==> config.mk <==
export PLATFORM = sky130hd
export DESIGN_NAME = refcounted_surface_pool_core
export DESIGN_NICKNAME = d
export VERILOG_FILES = /design/src/rtl/srfp_pkg.sv /design/src/rtl/refcounted_surface_pool_core.sv /design/src/rtl/srfp_ram.sv /design/src/rtl/srfp_seq.sv
export SDC_FILE = /design/constraint.sdc
export NUM_CORES = 1
export LEC_CHECK = 0
export BUFFER_PORTS_ARGS = -buffer_cell sky130_fd_sc_hd__buf_4
export CAP_MARGIN = 10
export CORE_MARGIN = 2
export CORE_UTILIZATION = 50
export DETAILED_ROUTE_END_ITERATION = 12
export GPL_TIMING_DRIVEN = 1
export MAX_ROUTING_LAYER = met4
export PLACE_DENSITY = 0.72
export REMOVE_ABC_BUFFERS = 1
export SYNTH_ARGS = -nofsm -noshare
export SYNTH_HDL_FRONTEND = slang
export SYNTH_HIERARCHICAL = 1
export SYNTH_SLANG_ARGS = --single-unit
==> constraint.sdc <==
create_clock -name clk -period 5 [get_ports clk]
set_input_delay 0.75 -clock clk [delete_from_list [all_inputs] [get_ports clk]]
set_output_delay 0.75 -clock clk [all_outputs]
set_load 0.02 [all_outputs]
==> src/rtl/srfp_pkg.sv <==
package srfp_pkg;

	localparam int MaxSurfaces = 64;
	localparam int IdxW        = 6;
	localparam int CntW        = 8;
	localparam int ActW        = 7;
	localparam int DimW        = 16;
	localparam int CmdW        = 3;
	localparam int StatW       = 3;

	localparam logic [CntW-1:0] CountMax = '1;

	typedef enum logic [CmdW-1:0] {
		CMD_SETUP   = 3'd0,
		CMD_GET     = 3'd1,
		CMD_ADDREF  = 3'd2,
		CMD_RELEASE = 3'd3,
		CMD_CLOSE   = 3'd4
	} cmd_t;

	typedef enum logic [StatW-1:0] {
		STAT_OK        = 3'd0,
		STAT_REUSED    = 3'd1,
		STAT_TOO_MANY  = 3'd2,
		STAT_NONE_FREE = 3'd3,
		STAT_BAD_INDEX = 3'd4,
		STAT_COUNT_ERR = 3'd5,
		STAT_POOL_GONE = 3'd6
	} status_t;

	typedef enum logic [2:0] {
		S_IDLE,
		S_DECIDE,
		S_FILL,
		S_SCAN,
		S_TOUCH,
		S_DONE
	} state_t;

	typedef struct packed {
		status_t         status;
		logic [IdxW-1:0] granted;
		logic            avail;
		logic            retired;
		logic            pool_rel;
	} result_t;

endpackage

==> src/rtl/refcounted_surface_pool_core.sv <==
// Reference-counted surface pool.
// Requests enter on req_valid/req_ready with cmd, surface_index, request_count,
// frame_width and frame_height; each request yields exactly one response on
// rsp_valid/rsp_ready carrying status, granted_index and three event flags.
// The block works on one request at a time; the per-surface counts live in a
// 64-entry memory with a registered read port. The steps from acceptance until
// the response is offered:
//   addref and release: decode and read, modify and write, output register.
//   setup rebuild: decode, then request_count counts written, one per cycle.
//   get and close: decode, then scan active surfaces, one entry read per cycle.
//   setup reuse, rejects, unknown commands and a released pool: decode only.
// The next request is accepted in the cycle after the previous result enters
// the output register.
// A new request is taken while the previous response waits in the output
// register; if the receiver stalls longer, the finished result is held inside
// and req_ready stays low until the output register frees.
// Reset restores the pool to one creator reference, no active surfaces, zero
// frame size and every surface count zero; valid bits make this immediate, so
// no clearing pass runs and requests are taken as soon as reset is released.
module refcounted_surface_pool_core (
	input  logic                          clk,
	input  logic                          arst_n,
	input  logic                          req_valid,
	output logic                          req_ready,
	input  logic [srfp_pkg::CmdW-1:0]     cmd,
	input  logic [srfp_pkg::IdxW-1:0]     surface_index,
	input  logic [srfp_pkg::CntW-1:0]     request_count,
	input  logic [srfp_pkg::DimW-1:0]     frame_width,
	input  logic [srfp_pkg::DimW-1:0]     frame_height,
	output logic                          rsp_valid,
	input  logic                          rsp_ready,
	output logic [srfp_pkg::StatW-1:0]    status,
	output logic [srfp_pkg::IdxW-1:0]     granted_index,
	output logic                          became_available,
	output logic                          surface_retired,
	output logic                          pool_released
);

	logic              res_valid;
	logic              res_ready;
	srfp_pkg::result_t res;
	logic              rsp_valid_q;
	srfp_pkg::result_t rsp_q;

	srfp_seq u_seq (
		.clk          (clk),
		.arst_n       (arst_n),
		.req_valid    (req_valid),
		.req_ready    (req_ready),
		.cmd          (cmd),
		.surface_index(surface_index),
		.request_count(request_count),
		.frame_width  (frame_width),
		.frame_height (frame_height),
		.res_valid    (res_valid),
		.res_ready    (res_ready),
		.res          (res)
	);

	assign res_ready = !rsp_valid_q || rsp_ready;

	always_ff @(posedge clk or negedge arst_n) begin
		if (!arst_n) begin
			rsp_valid_q <= 1'b0;
		end else if (res_valid && res_ready) begin
			rsp_valid_q <= 1'b1;
		end else if (rsp_ready) begin
			rsp_valid_q <= 1'b0;
		end
	end

	always_ff @(posedge clk) begin
		if (res_valid && res_ready) begin
			rsp_q <= res;
		end
	end

	assign rsp_valid        = rsp_valid_q;
	assign status           = rsp_q.status;
	assign granted_index    = rsp_q.granted;
	assign became_available = rsp_q.avail;
	assign surface_retired  = rsp_q.retired;
	assign pool_released    = rsp_q.pool_rel;

	a_no_overwrite: assert property (@(posedge clk) disable iff (!arst_n)
		(rsp_valid_q && !rsp_ready) |-> !(res_valid && res_ready))
		else $error("response overwritten while stalled");

	a_grant_only_ok: assert property (@(posedge clk) disable iff (!arst_n)
		(rsp_valid_q && (granted_index != '0)) |-> (status == srfp_pkg::STAT_OK))
		else $error("granted index set on a failed request");

	a_flags_need_ok: assert property (@(posedge clk) disable iff (!arst_n)
		(rsp_valid_q && (became_available || surface_retired || pool_released))
			|-> (status == srfp_pkg::STAT_OK))
		else $error("event flag set on a failed request");

endmodule

==> src/rtl/srfp_ram.sv <==
module srfp_ram #(
	parameter int Depth = 64,
	parameter int Width = 8
) (
	input  logic                     clk,
	input  logic                     we,
	input  logic [$clog2(Depth)-1:0] waddr,
	input  logic [Width-1:0]         wdata,
	input  logic                     re,
	input  logic [$clog2(Depth)-1:0] raddr,
	output logic [Width-1:0]         rdata
);

	logic [Width-1:0] mem [Depth];

	always_ff @(posedge clk) begin
		if (we) begin
			mem[waddr] <= wdata;
		end
	end

	always_ff @(posedge clk) begin
		if (re) begin
			rdata <= mem[raddr];
		end
	end

endmodule

==> src/rtl/srfp_seq.sv <==
module srfp_seq (
	input  logic                          clk,
	input  logic                          arst_n,
	input  logic                          req_valid,
	output logic                          req_ready,
	input  logic [srfp_pkg::CmdW-1:0]     cmd,
	input  logic [srfp_pkg::IdxW-1:0]     surface_index,
	input  logic [srfp_pkg::CntW-1:0]     request_count,
	input  logic [srfp_pkg::DimW-1:0]     frame_width,
	input  logic [srfp_pkg::DimW-1:0]     frame_height,
	output logic                          res_valid,
	input  logic                          res_ready,
	output srfp_pkg::result_t             res
);

	srfp_pkg::state_t state_q, state_d;

	logic [srfp_pkg::CmdW-1:0] cmd_q;
	logic [srfp_pkg::IdxW-1:0] idx_q;
	logic [srfp_pkg::CntW-1:0] req_q;
	logic [srfp_pkg::DimW-1:0] fw_q;
	logic [srfp_pkg::DimW-1:0] fh_q;

	logic [srfp_pkg::CntW-1:0] pool_q;
	logic [srfp_pkg::ActW-1:0] active_q;
	logic [srfp_pkg::DimW-1:0] width_q;
	logic [srfp_pkg::DimW-1:0] height_q;
	logic [srfp_pkg::ActW-1:0] scan_q;
	logic [srfp_pkg::MaxSurfaces-1:0] valid_q;

	logic                      rd_s1;
	logic                      rd_vld_s1;
	logic [srfp_pkg::IdxW-1:0] rd_idx_s1;

	srfp_pkg::result_t res_q;

	logic                      mem_re;
	logic [srfp_pkg::IdxW-1:0] mem_raddr;
	logic [srfp_pkg::CntW-1:0] mem_rdata;
	logic                      mem_we;
	logic [srfp_pkg::IdxW-1:0] mem_waddr;
	logic [srfp_pkg::CntW-1:0] mem_wdata;

	logic [srfp_pkg::CntW-1:0] cur;
	logic [srfp_pkg::CntW:0]   pool_sum;
	logic is_setup, is_get, is_addref, is_release, is_close;
	logic gone, reuse, too_many, bad_idx, fill_more, scan_more, hit, issue, scan_end;
	logic cur_zero, cur_one, cur_two;

	srfp_ram #(
		.Depth(srfp_pkg::MaxSurfaces),
		.Width(srfp_pkg::CntW)
	) u_counts (
		.clk  (clk),
		.we   (mem_we),
		.waddr(mem_waddr),
		.wdata(mem_wdata),
		.re   (mem_re),
		.raddr(mem_raddr),
		.rdata(mem_rdata)
	);

	// An entry never written since reset reads as zero.
	assign cur      = rd_vld_s1 ? mem_rdata : '0;
	assign cur_zero = (cur == srfp_pkg::CntW'(0));
	assign cur_one  = (cur == srfp_pkg::CntW'(1));
	assign cur_two  = (cur == srfp_pkg::CntW'(2));

	assign is_setup   = (cmd_q == srfp_pkg::CMD_SETUP);
	assign is_get     = (cmd_q == srfp_pkg::CMD_GET);
	assign is_addref  = (cmd_q == srfp_pkg::CMD_ADDREF);
	assign is_release = (cmd_q == srfp_pkg::CMD_RELEASE);
	assign is_close   = (cmd_q == srfp_pkg::CMD_CLOSE);

	assign gone      = (pool_q == '0);
	assign reuse     = ({1'b0, active_q} >= req_q) && (width_q == fw_q) && (height_q == fh_q);
	assign too_many  = (req_q > srfp_pkg::CntW'(srfp_pkg::MaxSurfaces));
	assign bad_idx   = (srfp_pkg::ActW'(idx_q) >= srfp_pkg::ActW'(srfp_pkg::MaxSurfaces));
	assign fill_more = ({1'b0, scan_q} < req_q);
	assign scan_more = (scan_q < active_q);
	assign hit       = is_get && rd_s1 && cur_one;
	assign issue     = (state_q == srfp_pkg::S_SCAN) && scan_more && !hit;
	assign scan_end  = !scan_more && !rd_s1;
	assign pool_sum  = {1'b0, pool_q} + {1'b0, req_q};

	assign res = res_q;

	always_comb begin
		state_d = state_q;
		case (state_q)
			srfp_pkg::S_IDLE: begin
				if (req_valid) begin
					state_d = srfp_pkg::S_DECIDE;
				end
			end
			srfp_pkg::S_DECIDE: begin
				if (gone) begin
					state_d = srfp_pkg::S_DONE;
				end else if (is_setup) begin
					state_d = (reuse || too_many) ? srfp_pkg::S_DONE : srfp_pkg::S_FILL;
				end else if (is_get || is_close) begin
					state_d = srfp_pkg::S_SCAN;
				end else if (is_addref || is_release) begin
					state_d = bad_idx ? srfp_pkg::S_DONE : srfp_pkg::S_TOUCH;
				end else begin
					state_d = srfp_pkg::S_DONE;
				end
			end
			srfp_pkg::S_FILL: begin
				if (!fill_more) begin
					state_d = srfp_pkg::S_DONE;
				end
			end
			srfp_pkg::S_SCAN: begin
				if (hit || scan_end) begin
					state_d = srfp_pkg::S_DONE;
				end
			end
			srfp_pkg::S_TOUCH: begin
				state_d = srfp_pkg::S_DONE;
			end
			srfp_pkg::S_DONE: begin
				if (res_ready) begin
					state_d = srfp_pkg::S_IDLE;
				end
			end
			default: begin
				state_d = srfp_pkg::S_IDLE;
			end
		endcase
	end

	always_comb begin
		req_ready = 1'b0;
		res_valid = 1'b0;
		mem_re    = 1'b0;
		mem_raddr = scan_q[srfp_pkg::IdxW-1:0];
		mem_we    = 1'b0;
		mem_waddr = rd_idx_s1;
		mem_wdata = '0;
		case (state_q)
			srfp_pkg::S_IDLE: begin
				req_ready = 1'b1;
			end
			srfp_pkg::S_DECIDE: begin
				if (!gone && (is_addref || is_release) && !bad_idx) begin
					mem_re    = 1'b1;
					mem_raddr = idx_q;
				end
			end
			srfp_pkg::S_FILL: begin
				if (fill_more) begin
					mem_we    = 1'b1;
					mem_waddr = scan_q[srfp_pkg::IdxW-1:0];
					mem_wdata = srfp_pkg::CntW'(1);
				end
			end
			srfp_pkg::S_SCAN: begin
				mem_re = issue;
				if (hit) begin
					mem_we    = 1'b1;
					mem_wdata = srfp_pkg::CntW'(2);
				end else if (is_close && rd_s1 && !cur_zero) begin
					mem_we    = 1'b1;
					mem_wdata = cur - srfp_pkg::CntW'(1);
				end
			end
			srfp_pkg::S_TOUCH: begin
				if (is_addref && !cur_zero && (cur != srfp_pkg::CountMax)) begin
					mem_we    = 1'b1;
					mem_wdata = cur + srfp_pkg::CntW'(1);
				end else if (is_release && !cur_zero) begin
					mem_we    = 1'b1;
					mem_wdata = cur - srfp_pkg::CntW'(1);
				end
			end
			srfp_pkg::S_DONE: begin
				res_valid = 1'b1;
			end
			default: begin
				req_ready = 1'b0;
			end
		endcase
	end

	always_ff @(posedge clk or negedge arst_n) begin
		if (!arst_n) begin
			state_q  <= srfp_pkg::S_IDLE;
			pool_q   <= srfp_pkg::CntW'(1);
			active_q <= '0;
			width_q  <= '0;
			height_q <= '0;
			scan_q   <= '0;
			valid_q  <= '0;
			rd_s1    <= 1'b0;
		end else begin
			state_q <= state_d;
			rd_s1   <= mem_re;
			if (mem_we) begin
				valid_q[mem_waddr] <= 1'b1;
			end
			case (state_q)
				srfp_pkg::S_DECIDE: begin
					scan_q <= '0;
					if (!gone && is_setup && !reuse && !too_many) begin
						width_q  <= fw_q;
						height_q <= fh_q;
						active_q <= srfp_pkg::ActW'(req_q);
						pool_q   <= pool_sum[srfp_pkg::CntW] ? srfp_pkg::CountMax
						                                     : pool_sum[srfp_pkg::CntW-1:0];
					end
				end
				srfp_pkg::S_FILL: begin
					if (fill_more) begin
						scan_q <= scan_q + srfp_pkg::ActW'(1);
					end
				end
				srfp_pkg::S_SCAN: begin
					if (issue) begin
						scan_q <= scan_q + srfp_pkg::ActW'(1);
					end
					// A retiring surface and the final creator drop never share a cycle.
					if (is_close && rd_s1 && cur_one && !gone) begin
						pool_q <= pool_q - srfp_pkg::CntW'(1);
					end
					if (is_close && scan_end) begin
						active_q <= '0;
						if (!gone) begin
							pool_q <= pool_q - srfp_pkg::CntW'(1);
						end
					end
				end
				srfp_pkg::S_TOUCH: begin
					if (is_release && cur_one && !gone) begin
						pool_q <= pool_q - srfp_pkg::CntW'(1);
					end
				end
				default: begin
					scan_q <= scan_q;
				end
			endcase
		end
	end

	always_ff @(posedge clk) begin
		if (req_valid && req_ready) begin
			cmd_q <= cmd;
			idx_q <= surface_index;
			req_q <= request_count;
			fw_q  <= frame_width;
			fh_q  <= frame_height;
		end
		if (mem_re) begin
			rd_idx_s1 <= mem_raddr;
			rd_vld_s1 <= valid_q[mem_raddr];
		end
		case (state_q)
			srfp_pkg::S_DECIDE: begin
				res_q.granted  <= '0;
				res_q.avail    <= 1'b0;
				res_q.retired  <= 1'b0;
				res_q.pool_rel <= 1'b0;
				if (gone) begin
					res_q.status <= srfp_pkg::STAT_POOL_GONE;
				end else if (is_setup && reuse) begin
					res_q.status <= srfp_pkg::STAT_REUSED;
				end else if (is_setup && too_many) begin
					res_q.status <= srfp_pkg::STAT_TOO_MANY;
				end else if (is_get) begin
					res_q.status <= srfp_pkg::STAT_NONE_FREE;
				end else if ((is_addref || is_release) && bad_idx) begin
					res_q.status <= srfp_pkg::STAT_BAD_INDEX;
				end else begin
					res_q.status <= srfp_pkg::STAT_OK;
				end
			end
			srfp_pkg::S_SCAN: begin
				if (hit) begin
					res_q.status  <= srfp_pkg::STAT_OK;
					res_q.granted <= rd_idx_s1;
				end
				if (is_close && rd_s1) begin
					if (cur_two) begin
						res_q.avail <= 1'b1;
					end
					if (cur_one) begin
						res_q.retired <= 1'b1;
						if (pool_q == srfp_pkg::CntW'(1)) begin
							res_q.pool_rel <= 1'b1;
						end
					end
				end
				if (is_close && scan_end && (pool_q == srfp_pkg::CntW'(1))) begin
					res_q.pool_rel <= 1'b1;
				end
			end
			srfp_pkg::S_TOUCH: begin
				if (is_addref && (cur_zero || (cur == srfp_pkg::CountMax))) begin
					res_q.status <= srfp_pkg::STAT_COUNT_ERR;
				end else if (is_release && cur_zero) begin
					res_q.status <= srfp_pkg::STAT_COUNT_ERR;
				end else if (is_release) begin
					res_q.avail    <= cur_two;
					res_q.retired  <= cur_one;
					res_q.pool_rel <= cur_one && (pool_q == srfp_pkg::CntW'(1));
				end
			end
			default: begin
				res_q <= res_q;
			end
		endcase
	end

	a_idle_no_read: assert property (@(posedge clk) disable iff (!arst_n)
		req_ready |-> !rd_s1)
		else $error("read still in flight while taking a new request");

	a_gone_sticks: assert property (@(posedge clk) disable iff (!arst_n)
		(pool_q == '0) |=> (pool_q == '0))
		else $error("pool count left zero");

	a_pool_grows_on_setup: assert property (@(posedge clk) disable iff (!arst_n)
		(state_q != srfp_pkg::S_DECIDE) |=> (pool_q <= $past(pool_q)))
		else $error("pool count grew outside setup");

	a_active_bound: assert property (@(posedge clk) disable iff (!arst_n)
		active_q <= srfp_pkg::ActW'(srfp_pkg::MaxSurfaces))
		else $error("active count above pool size");

	a_no_write_in_read_slot: assert property (@(posedge clk) disable iff (!arst_n)
		(mem_we && mem_re) |-> (mem_waddr != mem_raddr))
		else $error("count entry written and read in the same cycle");

endmodule

== Word-level counts from Yosys, hierarchy flattened ==
Memories as Yosys holds them, arrays and structs flattened. A register that Yosys moved wholly into a read port is not among the register bits.
Index checks and enable logic that the tools add are counted.
W data, S select, Z words.

* Add/sub/neg operators: 5
* Magnitude comparators: 7
* Equality and inequality tests: 36
* Mux-type cells: 70
* Bitwise logic cells: 1
* Reductions and logical operators: 62

{| class="wikitable"
|+ Operators by type and width
! kind !! count
|-
| $mux W8 || 11
|-
| $or A64 B64 Y64 || 1
|-
| $mux W3 || 17
|-
| $pmux W8 S3 || 2
|-
| $eq A16 B16 Y1 || 2
|-
| $logic_and A1 B1 Y1 || 30
|-
| $mux W7 || 4
|-
| $mux W6 || 4
|-
| $pmux W7 S3 || 1
|-
| $mux W1 || 19
|-
| $pmux W3 S3 || 2
|-
| $pmux W3 S6 || 1
|-
| $eq A8 B1 Y1 const B || 2
|-
| $logic_not A8 Y1 || 2
|-
| $ne A2 B1 Y1 const B || 8
|-
| $ne A2 B2 Y1 const B || 8
|-
| $sub A8 B1 Y8 const B || 2
|-
| $lt A6 B7 Y1 const B || 2
|-
| $pmux W7 S2 || 1
|-
| $eq A3 B2 Y1 const B || 4
|-
| $pmux W6 S2 || 1
|-
| $reduce_and A3 Y1 || 4
|-
| $reduce_and A6 Y1 || 2
|-
| $add A8 B8 Y9 || 1
|-
| 29 further kinds || 50
|}

* Flip-flop bits (word level): 203
* Memory bits (writable): 512
* Bits of input ports: 53
* Output and inout port bits: 14
* Logic and storage cells: 208
* Memories: 1

{| class="wikitable"
|+ Memories
! name !! depth !! bits a word !! rd ports !! clocked after Yosys merged registers in !! wr ports !! line !! text
|-
| u_seq.u_counts.mem || 64 || 8 || 1 || 1 || 1 || srfp_ram.sv:14 || <nowiki>logic [Width-1:0] mem [Depth];</nowiki>
|}

== Depth between registers and ports, before layout ==
Gate-level depths: netlist of run 1.

* Depth in word-level cells: 9
* Depth in mapped cells: 16
* Gate-level depth less buffers: 12

== Modules after synthesis ==
The synthesis of run 1 kept the hierarchy.

{| class="wikitable"
|+ By module, submodules not included
! module !! instances !! cells each !! area an instance (µm²) !! seq. area each (µm²)
|-
| srfp_ram || 1 || 940 || 20246.9 || 15615.0
|-
| srfp_seq || 1 || 895 || 10097.2 || 5096.1
|-
| refcounted_surface_pool_core || 1 || 16 || 414.1 || 385.4
|}

== Worst setup path before layout of run 1 ==
OpenSTA, ideal clock, no wires.

* Path type: register -> register
* Start point: register u_seq.rd_vld_s1
* End point: memory u_seq.u_counts.mem[0][7], data pin
* Setup time: 0.702 ns
* Arrival: 4.259 ns
* Data required time: 4.298 ns
* Path slack: 0.040 ns
* Stages on the path, launching flop included: 11
* Path buffers: 1
* Period minus slack after synthesis: 4.960 ns
* Cell sequence: edfxtp_1 clkbuf_1 nand2_1 inv_1 ha_1 and3_1 nand3_1 nand2_1 nor4_1 nand2_1 o21ai_0

* Longest elaborated chain between the ends: 7
* Elaborated cells on any way between the ends: 17
* Those cells by class: add/sub (2); eq/ne (2); mux (6); reduce/logical (7)

{| class="wikitable"
|+ Ends and longest elaborated chain
! what !! line !! text
|-
| from (decl) || srfp_seq.sv:32 || <nowiki>logic rd_vld_s1;</nowiki>
|-
| from (signal assigned) || srfp_seq.sv:255 || <nowiki>rd_vld_s1 <= valid_q[mem_raddr];</nowiki>
|-
| $mux W8 * || srfp_seq.sv:64 || <nowiki>assign cur = rd_vld_s1 ? mem_rdata : '0;</nowiki>
|-
| branches (longest 5 deep; another with $sub A8 B1 Y8) || -- ||
|-
| $pmux W8 S3 * || srfp_seq.sv:141 || <nowiki>case (state_q)</nowiki>
|-
| named net u_seq.mem_wdata, one bit || srfp_seq.sv:42 || <nowiki>logic [srfp_pkg::CntW-1:0] mem_wdata;</nowiki>
|-
| to (decl) || srfp_ram.sv:14 ||
|}

Mark *: on every way through the listed nets, which the timed path passes.

== Worst setup path after layout of run 1 ==
* Start point: register u_seq/req_q[1] (netlist name)
* End point: memory u_seq.u_counts.mem[59][3], enable pin

* Elaborated cells on any way between the ends: 7
* Those cells by class: order compare (1); mux (6)

{| class="wikitable"
|+ RTL lines
! what !! line !! text
|-
| from (decl) || srfp_seq.sv:20 || <nowiki>logic [srfp_pkg::CntW-1:0] req_q;</nowiki>
|-
| from (signal assigned) || srfp_seq.sv:249 || <nowiki>req_q <= request_count;</nowiki>
|-
| $lt A7 B8 Y1 || srfp_seq.sv:79 || <nowiki>assign fill_more = ({1'b0, scan_q} < req_q);</nowiki>
|-
| $mux W6 || srfp_seq.sv:152 || <nowiki>if (fill_more) begin</nowiki>
|-
| $mux W6 || srfp_seq.sv:141 ||
|-
| named net u_seq.mem_waddr, one bit || srfp_seq.sv:41 || <nowiki>logic [srfp_pkg::IdxW-1:0] mem_waddr;</nowiki>
|}

The timed path passes the listed nets, and every way through them passes these cells.

==> results of run 1 <==
report_power, final:
group / switching, uW / leakage, uW / internal [uW]
Combinational: 529 / 0.00382 / 242
Sequential: 84.7 / 0.00728 / 6760
Clock: 2240 / 0.00117 / 3190
cell families after synthesis:
family	after synthesis	synth area share, %
multiplexers	218	12.92
XOR/XNOR	47	1.338
AO/OA/AOI/OAI	282	6.700
buffers and inverters	129	2.339
flip-flops	723	68.59
adder cells (fa/ha/maj)	35	1.448
AND/OR/NAND/NOR	417	6.667
sequential cells by signal, summed over array words and instances (netlist names), 3 cells and up:
name / count
granted_index: 6
status: 3
u_seq/active_q: 7
u_seq/cmd_q: 3
u_seq/fh_q: 16
u_seq/fw_q: 16
u_seq/height_q: 16
u_seq/idx_q: 6
u_seq/pool_q: 8
u_seq/rd_idx_s1: 6
u_seq/req_q: 8
u_seq/res: 12
u_seq/scan_q: 7
u_seq/state_q: 3
u_seq/u_counts/mem: 512
u_seq/u_counts/rdata: 8
u_seq/valid_q: 64
u_seq/width_q: 16
final timing paths:
check | slack (ns) | end | from
max reg2reg | 0.62 | u_seq/u_counts/mem[59][3]$_DFFE_PP_ | u_seq/req_q[1]$_DFFE_PP_
min | 0.24 | u_seq/height_q[0]$_DFFE_PN0P_ | arst_n
min reg2reg | 0.42 | granted_index[0]$_DFFE_PP_ | u_seq/res[3]$_SDFFCE_PN0P_
max in group asynchronous | 3.68 | u_seq/valid_q[38]$_DFFE_PN0P_ | arst_n
max | 0.62 | u_seq/u_counts/mem[59][3]$_DFFE_PP_ | u_seq/req_q[1]$_DFFE_PP_
min in group clk | 0.31 | u_seq/cmd_q[0]$_DFFE_PP_ | cmd[0]
layout make-up:
class	count	area [sq um]
Antenna cell	1	2.502
Clock buffer	92	1992
Clock inverter	41	409.1
Fill cell	4497	25550
Inverter	36	142.6
Multi-Input combinational cell	999	9071
Sequential cell	723	21100
Tap cell	782	978.4
Timing Repair Buffer	172	1341
through the flow:
step           hold WS, ns  power, uW  utilization, %  instance area (sq um)
2_1_floorplan       0.4003       7378               -                  30170
3_3_place_gp        0.4039       7699           53.86                  32630
3_5_place_dp        0.4054       7730           53.86                  32630
4_1_cts             0.2429      13150           57.82                  35030
5_1_grt             0.2739      13470           57.83                  35030
6_report            0.2442      13050           57.83                  35030
per-layer routing:
layer  GRT usage, %  share of wire (%)  up-vias
met4          6.407                2.6        0
met2          35.94                 49      757
met3          3.570                7.2      133
li1               -                  -     7626
met1          31.34                 42     9064
met5              -                  0        -
synth_stat cells (33+ instances only):
library cell  number
mux4_2           126
edfxtp_1         600
dfrtp_1          122
nor2_1           116
mux2i_1           36
nand3_1           53
mux2_4            38
ha_1              34
inv_1             33
a31o_2            65
a21oi_1           45
clkbuf_1          36
nand2_1          110
==> out/metrics.cfg, run 1 <==
[outcome]
status = complete, no violations

[place]
dp_hpwl_microns = 44300
dp_slack_ns = 0.6467
place_inst = 2712
gp_congestion = 0.8848
portBuffers = 66

[finish]
final_common_cell = edfxtp_1
drive_above_1_share_pct = 27.10
layout.cells.non_filler = 2846
nets = 2094
layout_common_cells = edfxtp_1, buf_4, mux4_2
syn2layout_area_growth_pct = 13.90

[route]
route.vias.total = 17580
drt_first_iter_violations = 2051
ant_nets = 0
drcViolationCount = 0
routed_wl_microns = 69750
detail_route.wl_per_cell_microns = 24.51
drt_pre_antenna_iters = 5
avgViaCountPerCell = 6.177

[clocking]
clk_pin_slew_ns = 0.06
postCtsSetupBuffers = 0
cts_root_buffer = clkbuf_16
cts_hold_buf = 0
cts_buffer_depth = 3
cts_resized = 0
cts-htree-levels = 3
clock_sinks = 723
cts_tree = done
insertion_delay_ns = 0.62
cts_made_buffers = 74

[global_routing]
grt_pass1_wl_microns = 107100
antenna_found_initial = 1
groute.usage.overall_pct = 22.86
grt_max_degree = 65
overflow = 0
grt_pass1_vias = 17630

[setup_path]
critical_path_depth = 13
critPathMaxStageDelay_ns = 0.80
crit_path_end_kind = flop
worst-setup-path-type = flop to flop
start_kind = flop
crit_family = simple AND/OR/NAND/NOR gates
worstPathRequired_ns = 5.23
crit_chain = inv_1 > ha_1 > a21boi_0 > o21a_1 > o21ai_1 > a21oi_1 > o41ai_4 > buf_4 > mux2i_1 > inv_1 > nor2b_1 > nand3_1 > nor2_1
crit_path_frequent_cell = inv_1
crit_fanout = 27
r2r_cells = 13
path_buf_inv = 3
arrival_ns = 4.61
crit_slowest_cell = nor2_1

[timing]
rsz0062_at_grt = no
final.setup.worst_slack_ns = 0.6216
min_period_over_period_pct = 87.57
setup_viol = 0
min_period_ns = 4.378
clock_skew_ns = 0.02828
hold_viol_final = 0
fmax_ghz = 0.2284
setup-tns-final_ns = 0
worstMarginPinSlew_ns = 1.145
drv_slew = 0
slew_headroom_pct = 23.13

[worst_hold_path]
min_path_type = primary input to asynchronous set/reset pin

[yosys]
synthFlopType = edfxtp_1
synth_top_area_share_pct = 58.58
ys_types = 84
synth-async-reset-ratio_pct = 17.01
yosysSeqAreaShare_pct = 68.59
synth_edf_count = 600
ys_seq_elements = 723
yosys.area.top_type = edfxtp_1
avgSynthCellArea_sq_um = 16.62
synth.area.top_cells = edfxtp_1, dfrtp_1, mux4_2, mux2_4, a31o_2
synth_cells = 1851
syn_area_sq_um = 30760
yosysWarnings = 6

[floorplan]
fp-row-count = 90
die_area_sq_um = 63520
core-area_sq_um = 60580
initial_core_util_pct = 50.77
io_pins = 67
die_w_microns = 252.0
die_y_microns = 252.0

[pwr]
p_leak_uw = 0.01226
power_per_cell_area_nw_per_um2 = 372.5
ir_worst_vdd_v = 0.0002697

[flow_run]
maxCapViolCount = 0

Power figures use the tool's default switching activity.
==> inputs of run 2 (changes only) <==
ABC_AREA = 1   (was unset)
==> out/metrics.cfg, run 2 <==
[finish]
largest_register = u_seq/u_counts/mem  ; unchanged
largest_registers = u_seq/u_counts/mem (512), u_seq/valid_q (64)  ; unchanged
nets = 3302  ; was 2094
final_common_cell = nand2_1  ; was edfxtp_1
antenna_cells = 0  ; was 1
syn2layout_area_growth_pct = 11.88  ; was 13.90%
nFillCells = 5339  ; was 4497
layout_common_cells = nand2_1, edfxtp_1, nand3_1  ; was edfxtp_1, buf_4, mux4_2
largest_reg_flops = 512  ; unchanged
drive_above_1_share_pct = 10.31  ; was 27.10%

[floorplan]
initial_core_util_pct = 50.57  ; was 50.77%
core-area_sq_um = 64460  ; was 60580 sq um
die_area_sq_um = 67250  ; was 63520 sq um
die_w_microns = 259.3  ; was 252.0 microns
fp-row-count = 93  ; was 90
die_y_microns = 259.3  ; was 252.0 microns
io_pins = 67  ; unchanged

[worst_hold_path]
min_path_type = primary input to asynchronous set/reset pin  ; unchanged

[timing]
slew_headroom_pct = 36.61  ; was 23.13%
rsz0062_at_grt = no  ; unchanged
setup-tns-final_ns = 0  ; unchanged
drv_slew = 0  ; unchanged
hold_viol_final = 0  ; unchanged
worstMarginPinSlew_ns = 0.9472  ; was 1.145 ns
fmax_ghz = 0.2349  ; was 0.2284 GHz
final.setup.worst_slack_ns = 0.7436  ; was 0.6216 ns
setup_viol = 0  ; unchanged
min_period_over_period_pct = 85.13  ; was 87.57%
min_period_ns = 4.256  ; was 4.378 ns
clock_skew_ns = 0.04213  ; was 0.02828 ns

[pwr]
power_per_cell_area_nw_per_um2 = 502.9  ; was 372.5 nW/um^2
p_leak_uw = 0.01504  ; was 0.01226 uW
ir_worst_vdd_v = 0.0003128  ; was 0.0002697 V
power.total_uw = 18340  ; was 13050 uW

[route]
drcViolationCount = 0  ; unchanged
ant_nets = 0  ; unchanged
drt_first_iter_violations = 2713  ; was 2051
avgViaCountPerCell = 5.581  ; was 6.177
drt_pre_antenna_iters = 5  ; unchanged
route.vias.total = 23060  ; was 17580
detail_route.wl_per_cell_microns = 19.54  ; was 24.51 microns
routed_wl_microns = 80740  ; was 69750 microns

[place]
dp_hpwl_microns = 49730  ; was 44300 microns
dp_slack_ns = 0.8466  ; was 0.6467 ns
gp_congestion = 0.9204  ; was 0.8848
portBuffers = 66  ; unchanged

[clocking]
postCtsSetupBuffers = 0  ; unchanged
clock_sinks = 723  ; unchanged
cts-htree-levels = 3  ; unchanged
clk_pin_slew_ns = 0.06  ; about the same
cts_buffer_depth = 3  ; unchanged
cts_resized = 0  ; unchanged
cts_hold_buf = 0  ; unchanged
insertion_delay_ns = 0.64  ; was 0.62 ns
cts_made_buffers = 77  ; was 74
cts_tree = done  ; unchanged
cts_root_buffer = clkbuf_16  ; unchanged

[setup_path]
path_buf_inv = 2  ; was 3
critPathMaxStageDelay_ns = 0.84  ; was 0.80 ns
crit_path_frequent_cell = inv_1  ; unchanged
crit_fanout = 18  ; was 27
worst-setup-path-type = flop to flop  ; unchanged
crit_slowest_cell = nor2_1  ; unchanged
start_kind = flop  ; unchanged
arrival_ns = 4.52  ; was 4.61 ns
worstPathRequired_ns = 5.26  ; was 5.23 ns
crit_path_end_kind = flop  ; unchanged
crit_chain = ha_1 > a21o_1 > a22oi_1 > nand3_4 > o21ai_1 > inv_1 > inv_1 > nand4_1 > nor2_1  ; was inv_1 > ha_1 > a21boi_0 > o21a_1 > o21ai_1 > a21oi_1 > o41ai_4 > buf_4 > mux2i_1 > inv_1 > nor2b_1 > nand3_1 > nor2_1
crit_family = simple AND/OR/NAND/NOR gates  ; unchanged

[yosys]
yosysWarnings = 6  ; unchanged
synthFlopType = edfxtp_1  ; unchanged
synth_top_area_share_pct = 55.27  ; was 58.58%
synth_edf_count = 600  ; unchanged
yosysSeqAreaShare_pct = 64.72  ; was 68.59%
synth.area.top_cells = edfxtp_1, nand2_1, dfrtp_1, nand3_1, inv_1  ; was edfxtp_1, dfrtp_1, mux4_2, mux2_4, a31o_2
yosys.area.top_type = edfxtp_1  ; unchanged
ys_types = 55  ; was 84
synth_commonest_cells = nand2_1, edfxtp_1, nand3_1, inv_1, dfrtp_1  ; was edfxtp_1, mux4_2, dfrtp_1, nor2_1, nand2_1
synth_cells = 3137  ; was 1851
ys_seq_elements = 723  ; unchanged
avgSynthCellArea_sq_um = 10.39  ; was 16.62 sq um
syn_area_sq_um = 32600  ; was 30760 sq um
synth.most_common_cell = nand2_1  ; was edfxtp_1
synth-async-reset-ratio_pct = 17.01  ; unchanged

[global_routing]
overflow = 0  ; unchanged
grt_max_degree = 146  ; was 65
grt_pass1_vias = 22060  ; was 17630
groute.usage.overall_pct = 24.55  ; was 22.86%
grt_pass1_wl_microns = 123700  ; was 107100 microns
antenna_found_initial = 0  ; was 1

[outcome]
status = complete, no violations  ; unchanged

[flow_run]
maxCapViolCount = 0  ; unchanged

## run 2: cell count changes after synthesis, moves of 17 or more
cell      delta
nand3_1    +505
a31o_2      -65
buf_2       +20
nand2_1   +1008
buf_6       +33
mux2_2      -17
inv_1      +144
mux4_2     -126
nand2b_1    -19
mux2_4      -38
nor2b_1     -17
mux2i_1     -35
## run 2: stage by stage
stage | std cells | instance area (sq um) | hold slack [ns] | util [%]
after floorplan | 3001 | 31650 | 0.4003 | -
after global placement | 3990 | 33960 | 0.4011 | 52.67
after detailed placement | 3990 | 33960 | 0.4056 | 52.67
after CTS | 4132 | 36470 | 0.04576 | 56.57
after global routing | 4132 | 36470 | 0.05784 | 56.57
final | 4132 | 36470 | 0.05370 | 56.57
## run 2: logic make-up (layout without fill, tap and decap cells)
family / after synthesis / in the layout / share of synthesized area [%]
AND/OR/NAND/NOR: 1893 / 1893 / 25.46
flip-flops: 723 / 723 / 64.72
buffers and inverters: 332 / 472 / 5.186
AO/OA/AOI/OAI: 107 / 107 / 2.007
XOR/XNOR: 46 / 46 / 1.236
adder cells (fa/ha/maj): 35 / 35 / 1.366
multiplexers: 1 / 1 / 0.03071
## run 2: area by class of cell
cell class / instances / area, sq um / area share, %
clock buffers: 97 / 2066 / 5.664
multi-input cells: 2082 / 9913 / 27.18
flip-flops and latches: 723 / 21100 / 57.85
inverters: 196 / 745.7 / 2.045
clock inverters: 45 / 447.9 / 1.228
well taps: 855 / 1070 / 2.933
repair buffers: 134 / 1131 / 3.101
## run 2: power by group
group          leakage, uW  switching [uW]  internal [uW]  total [uW]
Combinational      0.00652            3650           1520        5170
Clock              0.00121            2360           3260        5620
Sequential         0.00731             333           7220        7550
## run 2: worst paths after layout
check	cells past startpoint	from	slack (ns)	end
worst min-delay path	1	arst_n	0.05	u_seq/width_q[15]$_DFFE_PN0P_
max in group asynchronous	2	arst_n	3.92	u_seq/active_q[1]$_DFFE_PN0P_
worst min register to register	0	u_seq/res[9]$_DFFE_PP_	0.42	status[0]$_DFFE_PP_
min in group clk	1	frame_height[13]	0.30	u_seq/fh_q[13]$_DFFE_PP_
worst max-delay path	9	u_seq/scan_q[5]$_DFFE_PN0P_	0.74	u_seq/u_counts/mem[0][3]$_DFFE_PP_
worst max register to register	9	u_seq/scan_q[5]$_DFFE_PN0P_	0.74	u_seq/u_counts/mem[0][3]$_DFFE_PP_
## run 2: worst reg2reg max path: cells and delay by family, from the launching register on
kind | cells | cell delay [ns]
buffers and inverters | 2 | 0.52
and+or+nand+nor | 3 | 1.81
DFF | 1 | 0.45
AOI/OAI and AO/OA | 3 | 0.79
adders and majority gates | 1 | 0.33
## run 2: layer usage
metal,vias up,track usage (%),part of all wire (%)
met3,228,3.964,7.9
met4,0,10.20,4.1
met2,1021,38.73,47
li1,10780,-,-
met5,-,-,0
met1,11030,31.75,41
==> inputs of run 3 (changes only) <==
==> constraint.sdc (replaced) <==
create_clock -name clk -period 5 [get_ports clk]
set_input_delay 1 -clock clk [delete_from_list [all_inputs] [get_ports clk]]
set_output_delay 1 -clock clk [all_outputs]
set_load 0.02 [all_outputs]
==> out/metrics.cfg, run 3 (synthesis results as in run 2) <==
[floorplan]
core-area_sq_um = 64460  ; unchanged
die_y_microns = 259.3  ; unchanged
initial_core_util_pct = 50.57  ; unchanged
die_w_microns = 259.3  ; unchanged
fp-row-count = 93  ; unchanged
die_area_sq_um = 67250  ; unchanged
io_pins = 67  ; unchanged

[finish]
largest_reg_flops = 512  ; unchanged
largest_register = u_seq/u_counts/mem  ; unchanged
drive_above_1_share_pct = 10.32  ; was 10.31%
layout.cells.non_filler = 4130  ; was 4132
fin_area_sq_um = 36530  ; was 36470 sq um
final_common_cell = nand2_1  ; unchanged
nets = 3302  ; unchanged
largest_registers = u_seq/u_counts/mem (512), u_seq/valid_q (64)  ; unchanged
syn2layout_area_growth_pct = 12.06  ; was 11.88%
layout_common_cells = nand2_1, edfxtp_1, nand3_1  ; unchanged
nFillCells = 5390  ; was 5339
antenna_cells = 0  ; unchanged

[route]
drt_first_iter_violations = 3200  ; was 2713
routed_wl_microns = 81110  ; was 80740 microns
drt_pre_antenna_iters = 5  ; unchanged
avgViaCountPerCell = 5.560  ; was 5.581
detail_route.wl_per_cell_microns = 19.64  ; was 19.54 microns
ant_nets = 0  ; unchanged
drcViolationCount = 0  ; unchanged
route.vias.total = 22960  ; was 23060

[global_routing]
overflow = 0  ; unchanged
grt_max_degree = 146  ; unchanged
grt_pass1_vias = 22490  ; was 22060
groute.usage.overall_pct = 25.20  ; was 24.55%
grt_pass1_wl_microns = 127600  ; was 123700 microns
antenna_found_initial = 0  ; unchanged

[timing]
rsz0062_at_grt = no  ; unchanged
clock_skew_ns = 0.03874  ; was 0.04213 ns
fmax_ghz = 0.2341  ; was 0.2349 GHz
setup-tns-final_ns = 0  ; unchanged
min_period_over_period_pct = 85.43  ; was 85.13%
final.setup.worst_slack_ns = 0.7285  ; was 0.7436 ns
hold_viol_final = 0  ; unchanged
fin_hold_ws_ns = 0.3473  ; was 0.05370 ns
slew_headroom_pct = 34.65  ; was 36.61%
drv_slew = 0  ; unchanged
worstMarginPinSlew_ns = 0.9791  ; was 0.9472 ns
min_period_ns = 4.271  ; was 4.256 ns
setup_viol = 0  ; unchanged

[setup_path]
crit_path_end_kind = flop  ; unchanged
crit_slowest_cell = nor2_1  ; unchanged
crit_chain = inv_1 > ha_1 > a21o_1 > a22oi_1 > nand3_4 > o21ai_2 > inv_1 > inv_1 > nand4_1 > nor2_1  ; was ha_1 > a21o_1 > a22oi_1 > nand3_4 > o21ai_1 > inv_1 > inv_1 > nand4_1 > nor2_1
crit_path_frequent_cell = inv_1  ; unchanged
critPathMaxStageDelay_ns = 0.86  ; was 0.84 ns
start_kind = flop  ; unchanged
arrival_ns = 4.52  ; about the same
crit_fanout = 18  ; unchanged
crit_family = simple AND/OR/NAND/NOR gates  ; unchanged
path_buf_inv = 3  ; was 2
worstPathRequired_ns = 5.25  ; was 5.26 ns
worst-setup-path-type = flop to flop  ; unchanged

[clocking]
cts_root_buffer = clkbuf_16  ; unchanged
cts_hold_buf = 0  ; unchanged
cts_buffer_depth = 3  ; unchanged
cts_resized = 0  ; unchanged
cts-htree-levels = 3  ; unchanged
insertion_delay_ns = 0.65  ; was 0.64 ns
clock_sinks = 723  ; unchanged
postCtsSetupBuffers = 0  ; unchanged
clk_pin_slew_ns = 0.06  ; about the same
cts_made_buffers = 78  ; was 77
cts_tree = done  ; unchanged

[pwr]
ir_worst_vdd_v = 0.0002669  ; was 0.0003128 V
p_leak_uw = 0.01507  ; was 0.01504 uW
power_per_cell_area_nw_per_um2 = 505.1  ; was 502.9 nW/um^2

[place]
dp_hpwl_microns = 49570  ; was 49730 microns
dp_slack_ns = 0.8356  ; was 0.8466 ns
placed_area_sq_um = 33970  ; was 33960 sq um
place_inst = 3989  ; was 3990
portBuffers = 66  ; unchanged
gp_congestion = 0.9060  ; was 0.9204

[flow_run]
maxCapViolCount = 0  ; unchanged

[worst_hold_path]
min_path_type = primary input to asynchronous set/reset pin  ; unchanged

[outcome]
status = complete, no violations  ; unchanged

-- run 3: cell count changes in the layout (fill, tap and decap cells not counted), sizes merged --
cell      delta
clkinv       -8
bufinv       +2
clkbuf       +1
buf          -1
clkinvlp     -1
inv          +5
-- run 3: path summary, 6_finish.rpt --
path / startpoint / end / slack, ns / cells after the start
worst min-delay path: arst_n / u_seq/height_q[5]$_DFFE_PN0P_ / 0.35 / 1
worst max-delay path: u_seq/req_q[5]$_DFFE_PP_ / u_seq/u_counts/mem[44][4]$_DFFE_PP_ / 0.73 / 10
max in group asynchronous: arst_n / u_seq/valid_q[41]$_DFFE_PN0P_ / 3.64 / 2
worst min register to register: u_seq/res[8]$_SDFFCE_PN0P_ / granted_index[5]$_DFFE_PP_ / 0.42 / 0
min in group clk: u_seq/res[8]$_SDFFCE_PN0P_ / granted_index[5]$_DFFE_PP_ / 0.42 / 0
worst max register to register: u_seq/req_q[5]$_DFFE_PP_ / u_seq/u_counts/mem[44][4]$_DFFE_PP_ / 0.73 / 10
-- run 3: power breakdown --
| part | internal (uW) | switching (uW) | leakage (uW) | total (uW) |
|---|---|---|---|---|
| clock | 3340 | 2390 | 0.00123 | 5730 |
| sequential | 7220 | 341 | 0.00731 | 7560 |
| combinational | 1530 | 3630 | 0.00653 | 5160 |
-- run 3: per-layer routing --
layer / track usage (%) / wire [microns]
met1: 33.19 / 32610
met2: 39.48 / 38600
met3: 3.466 / 6772
met4: 10.63 / 3132
met5: - / 0
-- run 3: area by class of cell --
type                       instances  area (sq um)  share of cell area [%]
inverter                         196         745.7                   2.041
multi-input combinational       2082          9913                   27.14
tap                              855          1070                   2.929
clock inverter                    43         518.0                   1.418
timing repair buffer             133          1149                   3.144
clock buffer                      98          2037                   5.576
sequential                       723         21100                   57.75
-- run 3: per-stage QoR --
stage	util (%)	power, uW
after CTS	56.67	18490
after global routing	56.67	19410
after detailed placement	52.70	12730
after global placement	52.70	12630
final	56.67	18450
after floorplan	-	11300
